$ cat src/hw/rtl/wch_pkg.sv
// ----------------------------------------------------------------------------
// wch_pkg
// Shared constants and types of the weighted color histogram accumulator.
// ----------------------------------------------------------------------------
`default_nettype none

package wch_pkg;

  // store size and row width
  localparam int HIST_BINS = 4096;
  localparam int ROW_WIDTH = 4096;

  // derived widths
  localparam int ADDR_W   = $clog2(HIST_BINS);
  localparam int FLAT_W   = 28;   // x + y*bx + z*bx*by, 9 + 18 + 27 bit terms
  localparam int WEIGHT_W = 47;   // 12-bit column * 3-bit factor * 32-bit gain
  localparam int VALUE_W  = 48;
  localparam int INDEX_W  = 12;
  localparam int COLCMP_W = 17;   // wide enough to hold ROW_WIDTH

  // request opcodes
  localparam logic [1:0] OP_ACC   = 2'd0;
  localparam logic [1:0] OP_READ  = 2'd1;
  localparam logic [1:0] OP_CLEAR = 2'd2;

  // histogram dimensionality codes
  localparam logic [1:0] DIM_TWO   = 2'd2;
  localparam logic [1:0] DIM_THREE = 2'd3;

  // configuration register indexes
  localparam logic [2:0] CFG_HIST_CH = 3'd0;
  localparam logic [2:0] CFG_BINS_X  = 3'd1;
  localparam logic [2:0] CFG_BINS_Y  = 3'd2;
  localparam logic [2:0] CFG_BINS_Z  = 3'd3;
  localparam logic [2:0] CFG_SRC_CH  = 3'd4;
  localparam logic [2:0] CFG_GAIN    = 3'd5;

  typedef struct packed {
    logic [1:0]  hist_ch;
    logic [8:0]  bins_x;
    logic [8:0]  bins_y;
    logic [8:0]  bins_z;
    logic [2:0]  src_ch;
    logic [31:0] gain;
  } wch_cfg_t;

  typedef struct packed {
    logic [FLAT_W-1:0]   flat;
    logic                oor;
    logic [WEIGHT_W-1:0] weight;
  } map_res_t;

  typedef enum logic [2:0] {
    ST_CLEAR,
    ST_IDLE,
    ST_MAP1,
    ST_MAP2,
    ST_MAP3,
    ST_READ,
    ST_WRITE
  } wch_state_t;

endpackage

`default_nettype wire

$ cat src/hw/rtl/wch_bin_map.sv
// ----------------------------------------------------------------------------
// wch_bin_map
// Three-stage datapath from a held pixel request to flat bin, range flag and
// weight. Stages load every cycle; the sequencer waits for the result.
// ----------------------------------------------------------------------------
`default_nettype none

module wch_bin_map (
  input  wire logic              clk,
  input  wire wch_pkg::wch_cfg_t cfg,
  input  wire logic [1:0]        opcode,
  input  wire logic [7:0]        chan_a,
  input  wire logic [7:0]        chan_b,
  input  wire logic [7:0]        chan_c,
  input  wire logic [11:0]       column,
  input  wire logic [11:0]       bin_address,
  output wch_pkg::map_res_t      res
);

  logic [16:0] prod_a;
  logic [16:0] prod_b;
  logic [16:0] prod_c;
  logic [11:0] col_sat;
  logic [2:0]  factor;

  logic [8:0]  x1_r;
  logic [8:0]  y1_r;
  logic [8:0]  z1_r;
  logic [14:0] cf1_r;
  logic [17:0] bxy1_r;

  logic [8:0]  x2_r;
  logic [17:0] yx2_r;
  logic [26:0] zxy2_r;
  logic [wch_pkg::WEIGHT_W-1:0] w2_r;

  logic [wch_pkg::FLAT_W-1:0] flat;
  wch_pkg::map_res_t          res_r;

  // stage 1: per-channel bins, column clamp and weight factor
  always_comb begin
    prod_a = {9'd0, chan_a} * {8'd0, cfg.bins_x};
    prod_b = {9'd0, chan_b} * {8'd0, cfg.bins_y};
    prod_c = {9'd0, chan_c} * {8'd0, cfg.bins_z};
    if ({{(wch_pkg::COLCMP_W-12){1'b0}}, column} >=
        wch_pkg::COLCMP_W'(wch_pkg::ROW_WIDTH)) begin
      col_sat = 12'(wch_pkg::ROW_WIDTH - 1);
    end else begin
      col_sat = column;
    end
    unique case (cfg.hist_ch)
      wch_pkg::DIM_TWO, wch_pkg::DIM_THREE: factor = cfg.src_ch;
      default:                              factor = 3'd1;
    endcase
  end

  always_ff @(posedge clk) begin
    x1_r   <= prod_a[16:8];
    y1_r   <= prod_b[16:8];
    z1_r   <= prod_c[16:8];
    cf1_r  <= 15'(col_sat) * 15'(factor);
    bxy1_r <= 18'(cfg.bins_x) * 18'(cfg.bins_y);
  end

  // stage 2: flat bin terms and weight
  always_ff @(posedge clk) begin
    x2_r   <= x1_r;
    yx2_r  <= 18'(y1_r) * 18'(cfg.bins_x);
    zxy2_r <= 27'(z1_r) * 27'(bxy1_r);
    w2_r   <= wch_pkg::WEIGHT_W'(cf1_r) * wch_pkg::WEIGHT_W'(cfg.gain);
  end

  // stage 3: flat bin sum by mode, or the read address, and range check
  always_comb begin
    if (opcode == wch_pkg::OP_ACC) begin
      unique case (cfg.hist_ch)
        wch_pkg::DIM_TWO:
          flat = wch_pkg::FLAT_W'(x2_r) + wch_pkg::FLAT_W'(yx2_r);
        wch_pkg::DIM_THREE:
          flat = wch_pkg::FLAT_W'(x2_r) + wch_pkg::FLAT_W'(yx2_r) +
                 wch_pkg::FLAT_W'(zxy2_r);
        default:
          flat = wch_pkg::FLAT_W'(x2_r);
      endcase
    end else begin
      flat = wch_pkg::FLAT_W'(bin_address);
    end
  end

  always_ff @(posedge clk) begin
    res_r.flat   <= flat;
    res_r.oor    <= (flat >= wch_pkg::FLAT_W'(wch_pkg::HIST_BINS));
    res_r.weight <= w2_r;
  end

  assign res = res_r;

endmodule

`default_nettype wire

$ cat config.mk
export PLATFORM = sky130hd
export DESIGN_NAME = wch_bin_map
export DESIGN_NICKNAME = d
export VERILOG_FILES = /design/src/hw/rtl/wch_pkg.sv /design/src/hw/rtl/wch_bin_map.sv
export SDC_FILE = /design/constraint.sdc
export NUM_CORES = 2
export LEC_CHECK = 0
export BUFFER_PORTS_ARGS = -buffer_cell sky130_fd_sc_hd__buf_2
export CORE_MARGIN = 5
export CORE_UTILIZATION = 47
export CTS_CLUSTER_SIZE = 16
export DETAILED_ROUTE_END_ITERATION = 6
export PLACE_DENSITY = 0.77
export SYNTH_ARGS = -nofsm -noshare
export SYNTH_HDL_FRONTEND = slang
export SYNTH_SLANG_ARGS = --single-unit
$ cat constraint.sdc
create_clock -name clk -period 6.45 [get_ports clk]
set_input_delay 0.3225 -clock clk [delete_from_list [all_inputs] [get_ports clk]]
set_output_delay 0.3225 -clock clk [all_outputs]
set_load 0.03 [all_outputs]
Word level (Yosys, flattened, before mapping)
Index checks and enable logic that the tools add are counted.
{"block": "totals", "word_cells": 30, "in_bits": 115, "ff_bits": 237, "output_inout_bits": 76}
{"block": "op_classes", "n_mul": 8, "magnitude_cmp": 1, "n_addsub": 2, "n_reduce_logical": 2, "mux": 3, "eq_ne": 2}
{"operator": "one-hot mux 28 bit (2 select lines)", "count": 1}
{"operator": "multiplier 8 x 9 -> 17 bit", "count": 3}
{"operator": "multiplier 15 x 32 -> 47 bit", "count": 1}
{"operator": "multiplier 9 x 9 -> 18 bit", "count": 2}
{"operator": "adder 19 x 27 -> 28 bit", "count": 1}
{"operator": "greater-or-equal comparator 28 x 13 -> 1 bit (second input constant)", "count": 1}
{"operator": "two-way mux 28 bit", "count": 1}
{"operator": "multiplier 9 x 18 -> 27 bit", "count": 1}
{"operator": "adder 9 x 18 -> 19 bit", "count": 1}
{"operator": "multiplier 12 x 3 -> 15 bit", "count": 1}
{"operator": "equality test 2 bit (second input constant)", "count": 2}
{"operator": "two-way mux 3 bit", "count": 1}
{"operator": "logical NOT 2 bit", "count": 1}
{"operator": "OR reduction 2 bit", "count": 1}

Depth between registers and ports, before layout
{"block": "logic_depth", "depth_word": 5, "depth_mapped": 24, "ltp_nobuf": 23}

Worst setup path after synthesis
Ideal clock, no wire load.
{"block": "synth_timing", "path_type": "input to register", "start": "input cfg[10] (netlist bit)", "end": "register w2_r[46] (netlist bit)", "setup_slack_ns": 0.201, "stages": 24, "t_arrival_ns": 6.123, "required_ns": 6.325, "setup_time_ns": 0.125, "path_cell_list": "clkbuf_1 and2_1 fa_1 inv_1 fa_1 inv_1 fa_1 inv_1 fa_1 inv_1 fa_1 inv_1 fa_1 inv_1 ha_1 inv_1 a2111oi_0 o21ai_0 a2111oi_1 nor3_1 o31ai_1 nand3_1 o31ai_1 xnor2_1"}
{"block": "synth_via", "elab_chain_cells": 1}
{"element": "from (decl)", "line": "wch_bin_map.sv:10", "source": "input wire wch_pkg::wch_cfg_t cfg,"}
{"element": "multiplier 15 x 32 -> 47 bit", "line": "wch_bin_map.sv:70", "source": "w2_r <= wch_pkg::WEIGHT_W'(cf1_r) * wch_pkg::WEIGHT_W'(cfg.gain);"}
{"element": "to (signal assigned)", "line": "wch_bin_map.sv:70"}
{"element": "to (decl)", "line": "wch_bin_map.sv:35", "source": "logic [wch_pkg::WEIGHT_W-1:0] w2_r;"}
Every way passes these cells.

Final worst setup path
{"block": "layout_timing", "start": "register cf1_r[0]", "end": "register w2_r[46] (netlist bit)"}
{"block": "layout_via", "elab_chain_cells": 1}
{"element": "from (decl)", "line": "wch_bin_map.sv:29", "source": "logic [14:0] cf1_r;"}
{"element": "from (signal assigned)", "line": "wch_bin_map.sv:61", "source": "cf1_r <= 15'(col_sat) * 15'(factor);"}
{"element": "multiplier 15 x 32 -> 47 bit", "line": "wch_bin_map.sv:70"}
Every way passes these cells.

==> run metrics <==
post-synthesis register bit count=roughly 240; Slew @ Worst Pin=about 0.89 ns; Std-Cell Core Area=81,800 um2; clk_lat worst skew=approximately 0.6 ns; fin area=43,200 um2; cell with the most instances after synthesis=inv_1; First DRT Iteration DRCs=between 1,000 and 1,500; worst hold path class=in2reg; Starting Density=a little under half; syn avg cell area=just over 9 um2; total track usage=21.6%; Seq/Total Area, Yosys=between 10 and 15%; final setup vio count=0; fmax=around 160 MHz; Final period util=between 90% and 100%; Max clock buf depth=3; FILL cells=a little over 7,000; final hold violation count=0; Synth area leader=fa_1; WS Path Type=reg2reg; Ys Warns=0; placed instance count=between 5,000 and 6,000; Die ar.=between 80,000 and 90,000 um2; vias in the first global route=31,400; EDFF count, synth=0; FF-to-FF End=w2_r[46]; final wirelength=93,800 um; WP data arrival=about 6.9 ns; Area Overhead vs Synth=11.6%; Post-Syn Nets=5,492; initial antenna violation count=7; synth cell count leaders=812 x inv_1, 737 x fa_1, 614 x nand2_1; internal reg-to-reg setup slack=about 0.025 ns; largest net degree at the start of global routing=33; Die Height=roughly 300 um; post-DR vias/cell=between 5 and 6; clock sinks=237; Startpoint Class=flip-flop; Crit. End Element=flip-flop; final net count=5,703; post-synthesis instance area=slightly below 40,000 um2; die width=297 um; worst r2r path cells=22; Max Cap Viol=0; top cells by area, synth=fa_1 38%, dfxtp_1 12%, ha_1 12%; layout cells sized above 1=approximately a tenth; status=finished clean; Synth Flop Type=dfxtp_1; GP Congestion=~0.92; cell count after synthesis=4,262; synth unique cells=65; hold_ws=around 0.07 ns; Final Skew=about 0.018 ns; final worst path period need=6.43 ns; number of I/O port buffers=190; vias=around 29,000; Worst-path clk slew=~0.070 ns; relative slew slack=just over 40%; Inserted Clock Buffers=29; DR pass1 iterations=6; Fin Setup TNS=0 ns; CP Data Required Time=about 7 ns; maximum fanout along the worst path=23; DRC violations left=0; clock root buffer=clkbuf_16; RR Startpoint=cf1_r[0]; Synth top area share=roughly two fifths; I/O Pins=between 150 and 200; unrepaired setup endpoints after global routing=true; Routed WL per cell=around 17 um; Layout Cells excl Fill=~5,600; Rows=105; global-route wire length before repair=158,000 um; Slew Limit Fails=0; CTS tree=done; Hold Path Stages=2; Antenna Nets Post-Route=0; grt total ovfl=0; Hold EP=res[50]; Cell Area, Placed=between 40,000 and 50,000 um2; Hold Crit Start=bin_address[2]; fraction of registers with async set/reset=0%; post-DP HPWL=77,800 um; CTS H-tree lvls=1
[metrics by stage]
stage	utilization, %	setup WS (ns)
final	52.7	0.0247
after CTS	52.3	0.00407
after floorplan	-	0.201
after global placement	50.9	-0.314
after detailed placement	50.9	-0.424
after global routing	52.7	-0.168
[final cells by class]
type	instances	area [um2]	share of cell area [%]
Clock buffer	35	788	1.83
Multi-Input combinational cell	3050	30600	70.9
Antenna cell	5	12.5	0.0290
Tap cell	1070	1340	3.10
Inverter	812	3050	7.06
Sequential cell	237	4750	11.0
Clock inverter	17	251	0.583
Timing Repair Buffer	343	2390	5.53
[registers in the layout, indices dropped and copies added, names as in the netlist]
| name | cells |
|---|---|
| y1_r | 9 |
| x1_r | 9 |
| res | 76 |
| zxy2_r | 27 |
| bxy1_r | 18 |
| yx2_r | 18 |
| w2_r | 47 |
| x2_r | 9 |
| cf1_r | 15 |
| z1_r | 9 |
[layout by cell type, fill, tap and decap left out, types with 7 or more instances in the layout]
cell type and n:
nand4_1 11, buf_2 190, dfxtp_1 231, nor2_1 122, mux2i_1 9, dlygate4sd3_1 9, nor3_1 34, o21a_1 20
clkbuf_16 29, o21ai_0 63, o31ai_1 9, a21oi_1 93, a211oi_1 14, nand2b_1 11, a21o_1 48, o21bai_1 15
or3_1 9, nand2_1 613, a31oi_1 10, or2_2 7, xor2_1 44, nor2b_1 16, ha_1 372, buf_12 20
o211ai_1 13, and2_1 507, a21boi_0 12, nand3_1 25, buf_4 120, and3_1 14, xnor2_1 106, inv_1 810
fa_1 733, a31o_2 8
[layer usage]
metal	vias up	share of wire, %	GRT usage [%]	wire length [um]
met1	14600	40	27.0	37700
li1	13400	-	-	-
met4	0	3.2	6.34	3020
met5	-	0	0	0
met3	166	6.0	3.06	5630
met2	811	51	38.9	47400
[critical path, stage by stage, from the launching register on]
cell and delay (ns):
dfxtp_2 0.33, buf_12 0.15, and2_1 0.16, fa_1 0.53, inv_1 0.06, fa_1 0.53
inv_1 0.05, fa_1 0.50, fa_1 0.46, fa_1 0.53, fa_1 0.55, ha_4 0.31
nand3_4 0.10, a2111oi_4 0.33, o21ai_2 0.14, a2111oi_4 0.36, buf_4 0.21, nor3_2 0.07
o31ai_1 0.27, buf_4 0.17, nand3_4 0.09, o31ai_4 0.26, xnor2_1 0.15
[kinds of logic after synthesis]
group	count (synthesis)	share of synthesized area [%]
and+or+nand+nor	1407	18.0
adders and majority gates	1115	50.4
buffers and inverters	975	9.47
AOI/OAI and AO/OA	369	6.27
DFF	237	12.3
xor gates and xnor gates	150	3.40
muxes	9	0.233
[worst max-delay path by stage]
stage,from,end,slack (ns)
global route,cf1_r[0],w2_r[46],-0.17
global placement,cf1_r[4],w2_r[46],-0.31
finish,cf1_r[0],w2_r[46],0.02
detailed placement,cf1_r[4],w2_r[46],-0.42
CTS,cf1_r[0],w2_r[29],0.004
floorplan,cfg[10],w2_r[46],0.20
[what timing repair did]
action	4_1_cts	5_1_grt
hold endpoints to repair	9	0
hold buffers	9	0
pin swaps	6	38
setup endpoints to repair	18	19
buffers inserted	1	4
gates resized for setup	24	56
Power is not shown: default switching activity piles up to over one toggle a cycle in this logic, so the estimate is an artifact.
